**src/rtl/dpfc_pkg.sv**
```systemverilog
`default_nettype none

package dpfc_pkg;

    // Default width of the input value.
    localparam int unsigned DefaultValueBits = 24;

    // Width of the distinct factor count and of the minimum register.
    localparam int unsigned CountBits = 4;

    // Value of the minimum register after reset.
    localparam logic [CountBits-1:0] MinDistinctReset = 4'd3;

    // Microprogram address.
    localparam int unsigned UpcBits = 4;
    typedef logic [UpcBits-1:0] upc_t;

    // Microprogram step addresses.
    localparam upc_t StepIdle       = 4'd0;
    localparam upc_t StepTest       = 4'd1;
    localparam upc_t StepDiv        = 4'd2;
    localparam upc_t StepWait       = 4'd3;
    localparam upc_t StepCheck      = 4'd4;
    localparam upc_t StepHit        = 4'd5;
    localparam upc_t StepDivAgain   = 4'd6;
    localparam upc_t StepWaitAgain  = 4'd7;
    localparam upc_t StepCheckAgain = 4'd8;
    localparam upc_t StepStrip      = 4'd9;
    localparam upc_t StepNext       = 4'd10;
    localparam upc_t StepFinish     = 4'd11;

    // Jump conditions: the jump is taken when the condition holds,
    // otherwise the step counter advances by one.
    typedef enum logic [2:0] {
        JC_NEXT     = 3'd0,
        JC_ALWAYS   = 3'd1,
        JC_NO_START = 3'd2,
        JC_SQ_GT    = 3'd3,
        JC_DIV_BUSY = 3'd4,
        JC_REM_NZ   = 3'd5
    } jump_cond_t;

    // One control word of the microprogram.
    typedef struct packed {
        jump_cond_t cond;
        upc_t       target;
        logic       load;
        logic       div_start;
        logic       cnt_inc;
        logic       r_from_quot;
        logic       step_d;
        logic       emit;
    } ctrl_word_t;

    // Datapath status seen by the sequencer.
    typedef struct packed {
        logic sq_gt_rem;
        logic div_busy;
        logic rem_nz;
    } status_t;

    // Microprogram store.
    function automatic ctrl_word_t ucode_rom(input upc_t addr);
        ctrl_word_t cw;
        cw = '0;
        cw.cond = JC_NEXT;
        cw.target = StepIdle;
        unique case (addr)
            // Wait for an item; load it when it arrives.
            StepIdle:
            begin
                cw.load = 1'b1;
                cw.cond = JC_NO_START;
                cw.target = StepIdle;
            end
            // Stop once the divisor squared exceeds the remainder.
            StepTest:
            begin
                cw.cond = JC_SQ_GT;
                cw.target = StepFinish;
            end
            StepDiv:
            begin
                cw.div_start = 1'b1;
            end
            StepWait:
            begin
                cw.cond = JC_DIV_BUSY;
                cw.target = StepWait;
            end
            // No factor at this divisor: move on.
            StepCheck:
            begin
                cw.cond = JC_REM_NZ;
                cw.target = StepNext;
            end
            // New distinct factor: count it and take the quotient.
            StepHit:
            begin
                cw.cnt_inc = 1'b1;
                cw.r_from_quot = 1'b1;
            end
            StepDivAgain:
            begin
                cw.div_start = 1'b1;
            end
            StepWaitAgain:
            begin
                cw.cond = JC_DIV_BUSY;
                cw.target = StepWaitAgain;
            end
            StepCheckAgain:
            begin
                cw.cond = JC_REM_NZ;
                cw.target = StepNext;
            end
            // Same factor again: strip it and retry.
            StepStrip:
            begin
                cw.r_from_quot = 1'b1;
                cw.cond = JC_ALWAYS;
                cw.target = StepDivAgain;
            end
            StepNext:
            begin
                cw.step_d = 1'b1;
                cw.cond = JC_ALWAYS;
                cw.target = StepTest;
            end
            StepFinish:
            begin
                cw.emit = 1'b1;
                cw.cond = JC_ALWAYS;
                cw.target = StepIdle;
            end
            default:
            begin
                cw.cond = JC_ALWAYS;
                cw.target = StepIdle;
            end
        endcase
        return cw;
    endfunction

endpackage

`default_nettype wire

```
**src/rtl/dpfc_divider.sv**
```systemverilog
`default_nettype none

module dpfc_divider #(
    parameter int unsigned VALUE_BITS = dpfc_pkg::DefaultValueBits,
    parameter int unsigned DIV_BITS   = (dpfc_pkg::DefaultValueBits + 1) / 2 + 1
) (
    input  wire logic                  clk,
    input  wire logic                  rst_n,
    input  wire logic                  start,
    input  wire logic [VALUE_BITS-1:0] dividend,
    input  wire logic [DIV_BITS-1:0]   divisor,
    output logic                       busy,
    output logic [VALUE_BITS-1:0]      quotient,
    output logic [DIV_BITS-1:0]        rem_out
);

    localparam int unsigned IterBits = $clog2(VALUE_BITS);

    logic [VALUE_BITS-1:0] quot_reg;
    logic [DIV_BITS-1:0]   rem_reg;
    logic [IterBits-1:0]   iter_reg;
    logic                  busy_reg;

    logic [DIV_BITS:0]     trial;
    logic [DIV_BITS:0]     diff;
    logic                  fits;

    // One restoring division step: shift in the next dividend bit and subtract if it fits.
    always_comb
    begin
        trial = {rem_reg, quot_reg[VALUE_BITS-1]};
        diff  = trial - {1'b0, divisor};
        fits  = (trial >= {1'b0, divisor});
    end

    // Iteration control.
    always_ff @(posedge clk or negedge rst_n)
    begin
        if (!rst_n)
        begin
            busy_reg <= 1'b0;
            iter_reg <= '0;
        end
        else if (start)
        begin
            busy_reg <= 1'b1;
            iter_reg <= IterBits'(VALUE_BITS - 1);
        end
        else if (busy_reg)
        begin
            if (iter_reg == '0)
            begin
                busy_reg <= 1'b0;
            end
            else
            begin
                iter_reg <= iter_reg - 1'b1;
            end
        end
    end

    // Quotient and partial remainder.
    always_ff @(posedge clk)
    begin
        if (start)
        begin
            quot_reg <= dividend;
            rem_reg  <= '0;
        end
        else if (busy_reg)
        begin
            quot_reg <= {quot_reg[VALUE_BITS-2:0], fits};
            rem_reg  <= fits ? diff[DIV_BITS-1:0] : trial[DIV_BITS-1:0];
        end
    end

    assign busy     = busy_reg;
    assign quotient = quot_reg;
    assign rem_out  = rem_reg;

endmodule

`default_nettype wire

```
**src/rtl/dpfc_datapath.sv**
```systemverilog
`default_nettype none

module dpfc_datapath #(
    parameter int unsigned VALUE_BITS = dpfc_pkg::DefaultValueBits
) (
    input  wire logic                               clk,
    input  wire logic                               rst_n,
    input  wire dpfc_pkg::ctrl_word_t               ctrl,
    input  wire logic                               start,
    input  wire logic [VALUE_BITS-1:0]              value,
    input  wire logic                               min_distinct_we,
    input  wire logic [dpfc_pkg::CountBits-1:0]     min_distinct,
    output dpfc_pkg::status_t                       status,
    output logic                                    done,
    output logic [dpfc_pkg::CountBits-1:0]          distinct_count,
    output logic                                    meets_minimum
);

    localparam int unsigned DivBits = (VALUE_BITS + 1) / 2 + 1;
    localparam int unsigned SqBits  = 2 * DivBits;
    localparam int unsigned CntBits = dpfc_pkg::CountBits;

    logic [VALUE_BITS-1:0] r_reg;
    logic [DivBits-1:0]    d_reg;
    logic [SqBits-1:0]     sq_reg;
    logic [CntBits-1:0]    cnt_reg;
    logic [CntBits-1:0]    min_reg;
    logic                  done_reg;
    logic [CntBits-1:0]    count_out_reg;
    logic                  meets_reg;

    logic                  div_busy;
    logic [VALUE_BITS-1:0] div_quot;
    logic [DivBits-1:0]    div_rem;
    logic [CntBits-1:0]    final_count;
    logic                  load_item;

    dpfc_divider #(
        .VALUE_BITS (VALUE_BITS),
        .DIV_BITS   (DivBits)
    ) u_divider (
        .clk      (clk),
        .rst_n    (rst_n),
        .start    (ctrl.div_start),
        .dividend (r_reg),
        .divisor  (d_reg),
        .busy     (div_busy),
        .quotient (div_quot),
        .rem_out  (div_rem)
    );

    // Status back to the sequencer, and the count including a leftover prime.
    always_comb
    begin
        load_item        = ctrl.load && start;
        status.sq_gt_rem = (sq_reg > {{(SqBits - VALUE_BITS){1'b0}}, r_reg});
        status.div_busy  = div_busy;
        status.rem_nz    = |div_rem;
        final_count      = cnt_reg + {{(CntBits - 1){1'b0}}, (r_reg > VALUE_BITS'(1))};
    end

    // Working registers of the factor search.
    always_ff @(posedge clk or negedge rst_n)
    begin
        if (!rst_n)
        begin
            r_reg   <= '0;
            d_reg   <= DivBits'(2);
            sq_reg  <= SqBits'(4);
            cnt_reg <= '0;
        end
        else
        begin
            if (load_item)
            begin
                r_reg   <= value;
                d_reg   <= DivBits'(2);
                sq_reg  <= SqBits'(4);
                cnt_reg <= '0;
            end
            else
            begin
                if (ctrl.r_from_quot)
                begin
                    r_reg <= div_quot;
                end
                if (ctrl.cnt_inc)
                begin
                    cnt_reg <= cnt_reg + 1'b1;
                end
                // (d+1)^2 = d^2 + 2d + 1
                if (ctrl.step_d)
                begin
                    d_reg  <= d_reg + 1'b1;
                    sq_reg <= sq_reg + {{(SqBits - DivBits - 1){1'b0}}, d_reg, 1'b1};
                end
            end
        end
    end

    // Configuration register.
    always_ff @(posedge clk or negedge rst_n)
    begin
        if (!rst_n)
        begin
            min_reg <= dpfc_pkg::MinDistinctReset;
        end
        else if (min_distinct_we)
        begin
            min_reg <= min_distinct;
        end
    end

    // Result register: one-cycle strobe with its fields.
    always_ff @(posedge clk or negedge rst_n)
    begin
        if (!rst_n)
        begin
            done_reg      <= 1'b0;
            count_out_reg <= '0;
            meets_reg     <= 1'b0;
        end
        else
        begin
            done_reg <= ctrl.emit;
            if (ctrl.emit)
            begin
                count_out_reg <= final_count;
                meets_reg     <= (final_count >= min_reg);
            end
        end
    end

    assign done           = done_reg;
    assign distinct_count = count_out_reg;
    assign meets_minimum  = meets_reg;

    // A division start always makes the divider busy in the next cycle.
    a_div_starts: assert property (@(posedge clk) disable iff (!rst_n)
        ctrl.div_start |=> div_busy)
        else $error("divider did not start");

    // The divisor never reaches one or zero while searching.
    a_divisor_min: assert property (@(posedge clk) disable iff (!rst_n)
        ctrl.div_start |-> (d_reg >= DivBits'(2)))
        else $error("trial divisor below two");

endmodule

`default_nettype wire

```
**src/rtl/dpfc_sequencer.sv**
```systemverilog
`default_nettype none

module dpfc_sequencer (
    input  wire logic                 clk,
    input  wire logic                 rst_n,
    input  wire logic                 start,
    input  wire dpfc_pkg::status_t    status,
    output dpfc_pkg::ctrl_word_t      ctrl,
    output logic                      busy
);

    dpfc_pkg::upc_t upc_reg;
    dpfc_pkg::upc_t upc_next;
    logic           take_jump;

    // Fetch the control word and resolve the jump condition.
    always_comb
    begin
        ctrl = dpfc_pkg::ucode_rom(upc_reg);
        unique case (ctrl.cond)
            dpfc_pkg::JC_NEXT:     take_jump = 1'b0;
            dpfc_pkg::JC_ALWAYS:   take_jump = 1'b1;
            dpfc_pkg::JC_NO_START: take_jump = !start;
            dpfc_pkg::JC_SQ_GT:    take_jump = status.sq_gt_rem;
            dpfc_pkg::JC_DIV_BUSY: take_jump = status.div_busy;
            dpfc_pkg::JC_REM_NZ:   take_jump = status.rem_nz;
            default:               take_jump = 1'b1;
        endcase
        upc_next = take_jump ? ctrl.target : upc_reg + 1'b1;
    end

    // Step counter.
    always_ff @(posedge clk or negedge rst_n)
    begin
        if (!rst_n)
        begin
            upc_reg <= dpfc_pkg::StepIdle;
        end
        else
        begin
            upc_reg <= upc_next;
        end
    end

    assign busy = (upc_reg != dpfc_pkg::StepIdle);

    // An accepted item always leaves the idle step.
    a_leave_idle: assert property (@(posedge clk) disable iff (!rst_n)
        (start && !busy) |=> busy)
        else $error("item accepted but sequencer stayed idle");

endmodule

`default_nettype wire

```
**src/rtl/distinct_prime_factor_counter_top.sv**
```systemverilog
`default_nettype none

// Distinct prime factor counter.
// Give an item by driving value with start high while busy is low; it is taken
// at that clock edge. The block counts the distinct prime factors of value by
// trial division, trying divisors 2, 3, 4, ... until the divisor squared exceeds
// what is left of the value; a leftover above one counts as one more factor.
// Values 0 and 1 give a count of 0.
// The result appears on distinct_count and meets_minimum, marked by done for exactly
// one cycle. meets_minimum is set when the count is at least min_distinct.
// The user must write min_distinct through min_distinct_we only while the block is idle,
// which the block itself does not enforce. A microprogram steps a bit-serial divider.
// The worst case at 24 bits is about 4096 trial divisors. One item is in work at a
// time; busy falls in the cycle done rises, so the next item may be taken while the
// result is shown. The receiver cannot stall; each result is shown once. Reset
// returns the block to idle with min_distinct at 3.
module distinct_prime_factor_counter_top #(
    parameter int unsigned VALUE_BITS = dpfc_pkg::DefaultValueBits
) (
    input  wire logic                            clk,
    input  wire logic                            rst_n,
    input  wire logic                            start,
    output logic                                 busy,
    input  wire logic [VALUE_BITS-1:0]           value,
    input  wire logic                            min_distinct_we,
    input  wire logic [dpfc_pkg::CountBits-1:0]  min_distinct,
    output logic                                 done,
    output logic [dpfc_pkg::CountBits-1:0]       distinct_count,
    output logic                                 meets_minimum
);

    dpfc_pkg::ctrl_word_t ctrl;
    dpfc_pkg::status_t    status;

    // Microprogram sequencer.
    dpfc_sequencer u_sequencer (
        .clk    (clk),
        .rst_n  (rst_n),
        .start  (start),
        .status (status),
        .ctrl   (ctrl),
        .busy   (busy)
    );

    // Search datapath with the divider and result registers.
    dpfc_datapath #(
        .VALUE_BITS (VALUE_BITS)
    ) u_datapath (
        .clk             (clk),
        .rst_n           (rst_n),
        .ctrl            (ctrl),
        .start           (start),
        .value           (value),
        .min_distinct_we (min_distinct_we),
        .min_distinct    (min_distinct),
        .status          (status),
        .done            (done),
        .distinct_count  (distinct_count),
        .meets_minimum   (meets_minimum)
    );

    // A result only follows a cycle of work.
    a_done_after_busy: assert property (@(posedge clk) disable iff (!rst_n)
        done |-> $past(busy))
        else $error("result without work");

    // Results are single-cycle strobes.
    a_done_pulse: assert property (@(posedge clk) disable iff (!rst_n)
        done |=> !done)
        else $error("result strobe held");

    // An accepted item never produces its result in the very next cycle.
    a_no_instant: assert property (@(posedge clk) disable iff (!rst_n)
        (start && !busy) |=> !done)
        else $error("result too early");

endmodule

`default_nettype wire

```
**config.mk**
```make
export PLATFORM = sky130hd
export DESIGN_NAME = distinct_prime_factor_counter_top
export DESIGN_NICKNAME = d
export VERILOG_FILES = /design/src/rtl/dpfc_pkg.sv /design/src/rtl/dpfc_divider.sv /design/src/rtl/dpfc_datapath.sv /design/src/rtl/dpfc_sequencer.sv /design/src/rtl/distinct_prime_factor_counter_top.sv
export SDC_FILE = /design/constraint.sdc
export NUM_CORES = 1
export LEC_CHECK = 0
export ABC_AREA = 1
export BUFFER_PORTS_ARGS = -buffer_cell sky130_fd_sc_hd__clkbuf_2
export CORE_MARGIN = 5
export CORE_UTILIZATION = 56
export CTS_CLUSTER_DIAMETER = 200
export DETAILED_ROUTE_END_ITERATION = 10
export GPL_TIMING_DRIVEN = 0
export PLACE_DENSITY_LB_ADDON = 0.2
export SYNTH_ARGS = -nofsm -noshare
export SYNTH_HDL_FRONTEND = slang
export SYNTH_SLANG_ARGS = --single-unit
```
**constraint.sdc**
```tcl
create_clock -name clk -period 2.1 [get_ports clk]
set_input_delay 0.315 -clock clk [delete_from_list [all_inputs] [get_ports clk]]
set_output_delay 0.315 -clock clk [all_outputs]
set_load 0.05 [all_outputs]
```
==> Word level (Yosys, flattened, before mapping) <==
Cells that the tools add are included.
{ "op_classes": {"add_sub_neg": 7, "n_lt_le_gt_ge": 4, "n_eq_ne": 16, "muxes": 26, "n_reduce_logical": 16} }
{ "op_table": {"columns": ["cell", "n"], "rows": [
  ["24-bit two-way mux", 4],
  ["7-bit one-hot mux with 8 select lines", 1],
  ["26-bit two-way mux", 2],
  ["13-bit two-way mux", 3],
  ["26-bit by 14-bit adder with 26-bit output", 1],
  ["26-bit by 24-bit > comparator with 1-bit output", 1],
  ["24-bit by 1-bit > comparator with 1-bit output (second input constant)", 1],
  ["4-bit by 3-bit equality test with 1-bit output (second input constant)", 4],
  ["4-bit equality test (second input constant)", 4],
  ["5-bit two-way mux", 3],
  ["14-bit by 13-bit >= comparator with 1-bit output", 1],
  ["13-bit by 1-bit adder with 13-bit output (second input constant)", 1],
  ["13-bit OR reduction", 1],
  ["13-bit subtractor", 1],
  ["4-bit two-way mux", 3],
  ["1-bit two-way mux", 9],
  ["4-bit by 1-bit adder with 4-bit output (second input constant)", 2],
  ["4-bit by 2-bit equality test with 1-bit output (second input constant)", 2],
  ["2-bit nonzero test", 4],
  ["3-bit by 2-bit equality test with 1-bit output (second input constant)", 2],
  ["3-bit equality test (second input constant)", 2],
  ["2-bit OR reduction", 3],
  ["5-bit logical NOT", 1],
  ["1-bit one-hot mux with 5 select lines", 1],
  ["12 further kinds", 12]
]} }
{ "word_totals": {"register_bits": 124, "input_bits": 32, "output_inout_bits": 7, "word_cells": 82} }

==> Depth between registers and ports, before layout <==
Gate-level depths: netlist of run 1.
{ "logic_depth": {"word_depth": 6, "depth_mapped": 15} }

==> Hierarchy <==
From an unflattened synthesis of run 1, not the netlist that was laid out.
{ "hier_totals": {"hier_cells": 1177, "area_unflattened_um2": 8505.7} }
{ "by_module_without_submodules": {"columns": ["module", "instances", "cells_per_inst", "area_each_um2", "seq_area_each_um2"], "rows": [
  ["dpfc_datapath", 1, 688, 5108.6, 1931.9],
  ["dpfc_divider", 1, 405, 2860.2, 1131.1],
  ["dpfc_sequencer", 1, 84, 536.8, 100.1]
]} }

==> Least setup slack after synthesis of run 1 <==
No wires, ideal clock.
{ "synth_path": {"path_kind": "register -> register", "start": "register u_sequencer.upc_reg[0]", "end": "register u_datapath.u_divider.quot_reg[0] (netlist: u_datapath.u_divider.quotient[0]) (enable)", "setup_ns": 0.486, "t_arrival_ns": 1.689, "t_required_ns": 1.614, "setup_slack_ns": -0.075, "stages_incl_launch_ff": 7, "n_path_buf": 0, "path_cell_list": "dfrtp_1 > inv_1 > ha_1 > nand2_1 > inv_1 > nor2_2 > clkinv_1"} }
{ "synth_between": {"elab_chain_cells": 4, "word_cells_on_any_way": 5} }
{ "synth_lines": {"columns": ["item", "line_no", "source"], "rows": [
  ["start, declared", "dpfc_sequencer.sv:12", "dpfc_pkg::upc_t upc_reg;"],
  ["start signal, assigned", "dpfc_sequencer.sv:37", "upc_reg <= dpfc_pkg::StepIdle;"],
  ["start signal, assigned", "dpfc_sequencer.sv:41", "upc_reg <= upc_next;"],
  ["4-bit by 2-bit equality test with 1-bit output / 4-bit by 3-bit equality test with 1-bit output (equally long branches)", "dpfc_pkg.sv:68", "unique case (addr)"],
  ["2-bit OR reduction (no source line) (*)", null, null],
  ["1-bit two-way mux (*)", "dpfc_pkg.sv:68", null],
  ["2-bit nonzero test (no source line) (*)", null, null],
  ["end signal, assigned", "dpfc_divider.sv:67", "quot_reg <= dividend;"],
  ["end signal, assigned", "dpfc_divider.sv:72", "quot_reg <= {quot_reg[VALUE_BITS-2:0], fits};"],
  ["end, declared", "dpfc_divider.sv:19", "logic [VALUE_BITS-1:0] quot_reg;"]
]} }
Mark *: on every way between the ends. The rest lies on a longest branch, timed or not.
A chain may end at the register's enable or synchronous reset.

==> Worst setup path in the final report of run 1 <==
{ "layout_path": {"start": "register u_datapath.r_reg[6]", "end": "register u_datapath.meets_reg (netlist: u_datapath.meets_minimum)"} }
{ "layout_between": {"elab_chain_cells": 3} }
{ "layout_lines": {"columns": ["item", "line_no", "source"], "rows": [
  ["start, declared", "dpfc_datapath.sv:23", "logic [VALUE_BITS-1:0] r_reg;"],
  ["start signal, assigned", "dpfc_datapath.sv:76", "r_reg <= value;"],
  ["start signal, assigned", "dpfc_datapath.sv:85", "r_reg <= div_quot;"],
  ["24-bit by 1-bit > comparator with 1-bit output", "dpfc_datapath.sv:59", "final_count = cnt_reg + {{(CntBits - 1){1'b0}}, (r_reg > VALUE_BITS'(1))};"],
  ["4-bit by 1-bit adder with 4-bit output", "dpfc_datapath.sv:59", null],
  ["named net u_datapath.final_count[3]", "dpfc_datapath.sv:35", "logic [CntBits-1:0] final_count;"],
  ["4-bit >= comparator", "dpfc_datapath.sv:129", "meets_reg <= (final_count >= min_reg);"],
  ["end signal, assigned", "dpfc_datapath.sv:129", null],
  ["end, declared", "dpfc_datapath.sv:30", "logic meets_reg;"]
]} }
The timed path passes the listed nets, and every way through them passes these cells.

==> out/metrics.csv, run 1 <==
stage,metric,value,unit
outcome,status,"finished, violations left",
outcome,violations,setup timing,
min_path,hold_class,in -> reg,
finish,antenna_cells,0,
detailed_routing,drc_errors,0,
synthesis,syn-num-nets,1170,
detailed_routing,wl,21600,um
synthesis,async_flop_share,0.702,
synthesis,post_synth_num_cell_types,50,
cts,cts.htree.levels,4,
synthesis,synth-main-ff-cell,dfrtp_1,
timing,slew_violations,0,
synthesis,postSynthCellCount,1072,
placement,place_congestion,0.961,
setup_path,path_class,reg -> reg,
synthesis,synth_warnings,0,
setup_path,start_kind,register,
timing,tns,-0.477,ns
finish,nFillCells,1134,
pwr,leakage,4.85,nW
finish,fin_cells,1347,
global_routing,grt_pass1_vias,7003,
synthesis,yosys.area.top_type,dfrtp_1,
global_routing,grt_pass1_wl,34500,um
cts,clkSinkCount,124,
synthesis,synth_top_area_frac,0.258,
die,dieArea,0.0169,mm^2
pwr,ir_worst_vdd,0.957,mV
detailed_routing,wl_per_cell,16.0,um
timing,finalSetupViolations,13,
finish,regArea,0.00317,mm^2
timing,setup_slack,-0.209,ns
detailed_routing,dr_total_vias,7488,
synthesis,synth_edf_count,24,
die,die_w,130,um
die,rows,43,
finish,largest_register_ffs,26,
placement,port_buffers,38,
placement,place_hpwl,15000,um
die,start_util,0.575,
timing,max_freq,0.433,GHz
synthesis,ys_ff_latch,124,
global_routing,grt_start_max_net_pins,51,
finish,synthToLayoutAreaGrowth,20.8,%
detailed_routing,firstDrtPassIters,5,
placement,dp_cells,1291,
synthesis,synth_common_cells,"nand2_1 (292), inv_1 (137), nor2_1 (101)",
cts,cts_tree,built,
global_routing,overflow,0,
die,dieHeight,130,um
detailed_routing,ant_nets,0,
finish,final_util,0.695,
detailed_routing,routed_via_density,5.56,
die,ios,39,
timing,final-hold-violation-count,0,
synthesis,synth-seq-area-share,0.393,
cts,insertion_delay,0.43,ns
timing,finalCritPeriodShare,1.10,
setup_path,path_max_fanout,3,
timing,rsz0062_at_grt,yes,
die,core_area,0.0140,mm^2
finish,final_nets,1252,
detailed_routing,drt_iter0_drc,633,
synthesis,syn-cell-area,0.00804,mm^2
setup_path,arrival,2.62,ns
cts,clockBufferDepth,2,
setup_path,crit_required,2.41,ns
cts,path_clk_slew,0.06,ns
timing,skew,0.0115,ns
run,drv_cap,0,
pwr,power_density,1530,mW/mm^2
cts,root_buffer,clkbuf_16,
global_routing,grt_use_total,0.261,
finish,multi_input_area,0.00457,mm^2
timing,worstMarginPinSlew,0.586,ns
setup_path,crit_path_end_kind,register,
synthesis,synth_area_leaders,"dfrtp_1 (26%), nand2_1 (14%), ha_1 (10%), edfxtp_1 (9.0%), inv_1 (6.4%)",
finish,layout-drive-gt1-share,0.191,
synthesis,synth_area_per_cell,7.50,um^2
timing,slew_headroom,0.609,
global_routing,antenna_found_initial,0,
timing,hold-worst-slack,0.0956,ns
timing,period_minus_slack,2.31,ns
cts,cts_inserted_buffers,17,
synthesis,yosysMostFrequentCell,nand2_1,
## path summary, 6_finish.rpt
path / from / end / slack, ns / cells past startpoint
setup / recovery: u_datapath.r_reg[6] / u_datapath.meets_minimum / -0.21 / 10
hold / removal: min_distinct[2] / u_datapath.min_reg[2] / 0.1 / 3
setup reg to reg: u_datapath.r_reg[6] / u_datapath.meets_minimum / -0.21 / 10
hold reg to reg: u_datapath.u_divider.rem_out[11] / u_datapath.u_divider.rem_out[11] / 0.47 / 2
max in group asynchronous: rst_n / u_datapath.min_reg[0] / 0.93 / 3
min in group asynchronous: rst_n / u_datapath.sq_reg[13] / 0.46 / 2
## worst max-delay path, cell delays in order (launching register included)
cell       delay (ns)
dfrtp_1          0.43
nor4_4           0.35
nand4_1          0.25
ha_4             0.24
buf_4            0.13
nand3_2          0.09
xor2_2           0.18
inv_1            0.08
ha_1             0.27
o21ai_1          0.09
a2bb2oi_1        0.08
## through the flow
step	area (um^2)	power [mW]	setup WS [ns]
3_5_place_dp	8490	10.3	-0.528
2_1_floorplan	8040	8.70	0.0214
5_1_grt	9720	16.1	-0.294
3_3_place_gp	8460	10.1	-0.448
4_1_cts	9290	13.7	-0.280
6_report	9720	14.9	-0.209
## report_power, final
group / internal (mW) / switching (mW)
registers: 3.50 / 0.738
clock network: 2.02 / 1.13
logic: 2.90 / 4.59
## logic make-up after synthesis
logic type	after synthesis	share of synthesized area
flip-flops	124	0.393
XOR/XNOR	13	0.0142
adder cells (fa/ha/maj)	66	0.105
buffers and inverters	164	0.0826
multiplexers	1	0.00140
AND/OR/NAND/NOR	509	0.267
AO/OA/AOI/OAI	195	0.137
## layout make-up
cell class	count	area share
Sequential cell	124	0.327
Timing Repair inverter	1	0.000901
Clock inverter	14	0.0200
Clock buffer	18	0.0452
Timing Repair Buffer	63	0.0440
Tap cell	180	0.0232
Inverter	140	0.0551
Buffer	23	0.0147
Multi-Input combinational cell	784	0.470
## cell usage in the layout (no fill, tap or decap), types with 11 or more instances in the layout
cell and n:
nand3_2 11, inv_1 126, nand2_2 16, buf_4 23
nand2_1 277, ha_1 54, clkbuf_16 18, edfxtp_1 24
o21ai_2 12, clkbuf_2 39, nand3_1 44, nand4_1 19
o21ai_0 63, nor3_1 17, inv_2 12, dfrtp_1 74
nor2_1 96, a31oi_1 26, a21oi_1 58, dfxtp_1 13
## metal layers
| layer | GRT usage | vias to the layer above | share of wire |
|---|---|---|---|
| li1 | - | 3707 | - |
| met1 | 0.341 | 3491 | 0.43 |
| met2 | 0.434 | 253 | 0.49 |
| met3 | 0.0594 | 37 | 0.061 |
| met4 | 0.0831 | 0 | 0.020 |
| met5 | 0 | - | 0 |
## repair_timing
action / 4_1_cts / 5_1_grt
hold endpoints to repair: 37 / 0
gates cloned: 1 / 2
hold buffers: 1 / 0
gates resized for setup: 27 / 87
setup endpoints to repair: 49 / 74
pin swaps: 11 / 29
buffers inserted: 9 / 12
(Power assumes the default switching activity.)
==> run 2, diff against run 1 <==
--- a/config.mk
+++ b/config.mk
@@ -5,10 +5,12 @@
 export SDC_FILE = /design/constraint.sdc
 export NUM_CORES = 1
 export LEC_CHECK = 0
-export ABC_AREA = 1
+export ABC_AREA = 0
 export BUFFER_PORTS_ARGS = -buffer_cell sky130_fd_sc_hd__clkbuf_2
+export CELL_PAD_IN_SITES_DETAIL_PLACEMENT = 1
+export CELL_PAD_IN_SITES_GLOBAL_PLACEMENT = 1
 export CORE_MARGIN = 5
-export CORE_UTILIZATION = 56
+export CORE_UTILIZATION = 43
 export CTS_CLUSTER_DIAMETER = 200
 export DETAILED_ROUTE_END_ITERATION = 10
 export GPL_TIMING_DRIVEN = 0
==> run 2 against run 1 <==
  * The flow still finishes with violations (setup timing)
  * Synthesized cell count shrank 20%
  * Count of clock-buffer cells in the layout grew 3
  * Register-to-register slack lost 0.16 ns
  * Setup slack lost 0.16 ns
  * Largest power group unchanged
==> out/metrics.csv, run 2 <==
stage,metric,value,unit
die,start_util,0.433,
setup_path,cp_slowest_cell,or4_4,
pwr,leakage,4.42,nW
synthesis,synth-seq-area-share,0.411,
global_routing,met1_usage,0.319,
synthesis,syn-cell-area,0.00769,mm^2
synthesis,synth_top_family_by_area,compound AO/OA/AOI/OAI gates,
global_routing,grt_pass1_vias,7023,
detailed_routing,wl_per_cell,21.5,um
synthesis,synthAdderAreaFrac,0.109,
global_routing,grt.busiest_layer,met2,
synthesis,synth_warnings,0,
timing,setup_slack,-0.369,ns
timing,slew_headroom,0.523,
synthesis,yosys.area.top_type,dfrtp_1,
timing,skew,0.0104,ns
cts,clockBufferDepth,2,
synthesis,yosysMostFrequentCell,nand2_1,
min_path,min_path_cells,3,
synthesis,synth_compound_gate_area_share,0.167,
synthesis,synth_mux_area_frac,0.0449,
timing,period_minus_slack,2.47,ns
setup_path,crit_chain,"inv_1, ha_4, nand2_1, or4_4, a31oi_4, a31oi_4, buf_6, a211oi_2, a21oi_1, a211oi_2",
finish,layout-drive-gt1-share,0.283,
detailed_routing,drt_iter0_drc,416,
detailed_routing,firstDrtPassIters,5,
pwr,ir_worst_vdd,0.853,mV
placement,post-place-ws,-0.575,ns
setup_path,cp_top_family,compound AO/OA/AOI/OAI gates,
finish,final_cell_mix,"nand2_1 (96), o21ai_0 (80), dfrtp_1 (79)",
cts,cts_tree,built,
setup_path,cp_num_buf_inv,2,
placement,place_congestion,0.882,
finish,synthToLayoutAreaGrowth,32.6,%
cts,root_buffer,clkbuf_16,
finish,final_nets,1059,
die,core_area,0.0178,mm^2
min_path,hold_class,in -> reg,
synthesis,synth-main-ff-cell,dfrtp_1,
pwr,power_density,1610,mW/mm^2
setup_path,path_class,reg -> reg,
cts,path_clk_slew,0.06,ns
setup_path,worst-path-stages,10,
global_routing,grt_use_total,0.238,
cts,clkSinkCount,124,
setup_path,path_max_fanout,5,
run,drv_cap,0,
die,rows,49,
setup_path,crit_required,2.46,ns
timing,rsz0062_at_grt,yes,
global_routing,grt.met2_usage,0.402,
timing,final-hold-violation-count,0,
die,dieArea,0.0207,mm^2
setup_path,critPathMaxStageDelay,0.56,ns
global_routing,grt_start_max_net_pins,48,
synthesis,async_flop_share,0.702,
global_routing,met3_usage,0.0423,
global_routing,overflow,0,
timing,tns,-7.40,ns
placement,port_buffers,38,
global_routing,grt_pass1_wl,38200,um
die,dieHeight,144,um
detailed_routing,drc_errors,0,
synthesis,synth_common_cells,"nand2_1 (98), o21ai_0 (92), dfrtp_1 (83)",
synthesis,postSynthCellCount,854,
pwr,power,16.4,mW
finish,nFillCells,1978,
synthesis,synth_area_leaders,"dfrtp_1 (27%), ha_1 (10%), edfxtp_1 (9.4%), o21ai_0 (6.0%), nand2_1 (4.8%)",
synthesis,post_synth_num_cell_types,60,
synthesis,synth-simple-area-share,0.167,
synthesis,synth_top_area_frac,0.270,
setup_path,start_kind,register,
finish,final_common_cell,nand2_1,
timing,finalCritPeriodShare,1.18,
synthesis,synth_area_per_cell,9.01,um^2
setup_path,crit_path_end_kind,register,
timing,worstMarginPinSlew,0.715,ns
outcome,status,"finished, violations left",
cts,cts.htree.levels,4,
cts,cts_inserted_buffers,17,
timing,finalSetupViolations,36,
setup_path,arrival,2.83,ns
outcome,violations,setup timing,
detailed_routing,ant_nets,0,
global_routing,antenna_found_initial,0,
cts,insertion_delay,0.43,ns
placement,place_hpwl,16300,um
detailed_routing,wl,25900,um
detailed_routing,routed_via_density,5.83,
synthesis,synth_edf_count,24,
finish,largest_register_ffs,26,
synthesis,synth_xor_area_frac,0.0501,
synthesis,syn-num-nets,952,
die,ios,39,
detailed_routing,dr_total_vias,7020,
timing,slew_violations,0,
synthesis,ys_ff_latch,124,
die,die_w,144,um
timing,max_freq,0.405,GHz
setup_path,rrSetupSlack,-0.37,ns
setup_path,reg2reg_depth,10,
==> run 2: cell types whose count changed after synthesis, sizes merged, moves of 9 or more <==
cell,before,now
a21oi,63,46
a31oi,26,5
clkbuf,7,24
inv,139,66
mux2i,0,30
nand2,297,98
nand2b,0,9
nand3,58,36
nand4,19,8
nor2,108,50
nor2b,0,14
o21ai,81,92
xnor2,6,24
xor2,7,20
==> run 2: worst paths after layout <==
path                                           from                              end
setup / recovery                u_datapath.d_reg[2]  u_datapath.u_divider.rem_out[3]
hold / removal                      min_distinct[3]            u_datapath.min_reg[3]
setup reg to reg                u_datapath.d_reg[2]  u_datapath.u_divider.rem_out[3]
hold reg to reg            u_datapath.meets_minimum         u_datapath.meets_minimum
max in group asynchronous                     rst_n              u_datapath.d_reg[1]
min in group asynchronous                     rst_n            u_datapath.min_reg[3]
==> run 2: layout make-up <==
cell class                 count  area, um^2  area share
antenna                        1        2.50    0.000245
clock buffer                  21         503      0.0493
buffer                        32         178      0.0174
timing repair buffer          90         652      0.0639
inverter                      66         250      0.0245
clock inverter                11         151      0.0148
multi-input combinational    630        5010       0.491
sequential                   124        3170       0.310
tap                          229         287      0.0281
==> run 2: worst register-to-register path: cells and delay by family (launching register included) <==
family | cells | cell delay [ns]
compound gates | 5 | 0.70
fa+ha+maj | 1 | 0.35
buf+inv | 2 | 0.33
flops | 1 | 0.41
simple gates | 2 | 0.62
==> run 2: repair_timing <==
| action | 4_1_cts | 5_1_grt |
|---|---|---|
| setup buffers | 25 | 23 |
| hold buffers | 1 | 0 |
| pin swaps | 31 | 31 |
| endpoints found under the setup margin | 115 | 97 |
| hold endpoints to repair | 19 | 0 |
| gates cloned | 2 | 0 |
| gates resized for setup | 125 | 70 |
==> run 2: logic make-up after synthesis <==
kind of cell,count (synthesis)
buf+inv,100
fa+ha+maj,66
mux,34
xor+xnor,44
flops,124
simple gates,272
compound gates,214
==> run 2: power breakdown <==
part | internal, mW | total (mW) | switching (mW)
Sequential | 3.46 | 4.35 | 0.887
Clock | 2.08 | 3.29 | 1.21
Combinational | 3.83 | 8.76 | 4.93
Total | 9.38 | 16.4 | 7.02
==> run 2: routing by layer <==
metal  share of wire  wire [um]  vias to the layer above
li1                -          -                     3256
met5               0          0                        -
met4           0.025        657                        0
met3           0.030        781                       47
met2            0.51      13100                      137
met1            0.44      11400                     3580
==> run 2: stage by stage <==
step	instances	hold WS (ns)	util	cell area [um^2]
final	1204	0.107	0.574	10200
after CTS	1180	0.108	0.546	9710
after floorplan	854	0.0194	-	7780
after global placement	1121	0.466	0.464	8260
after global routing	1203	0.126	0.574	10200
after detailed placement	1122	0.437	0.466	8280
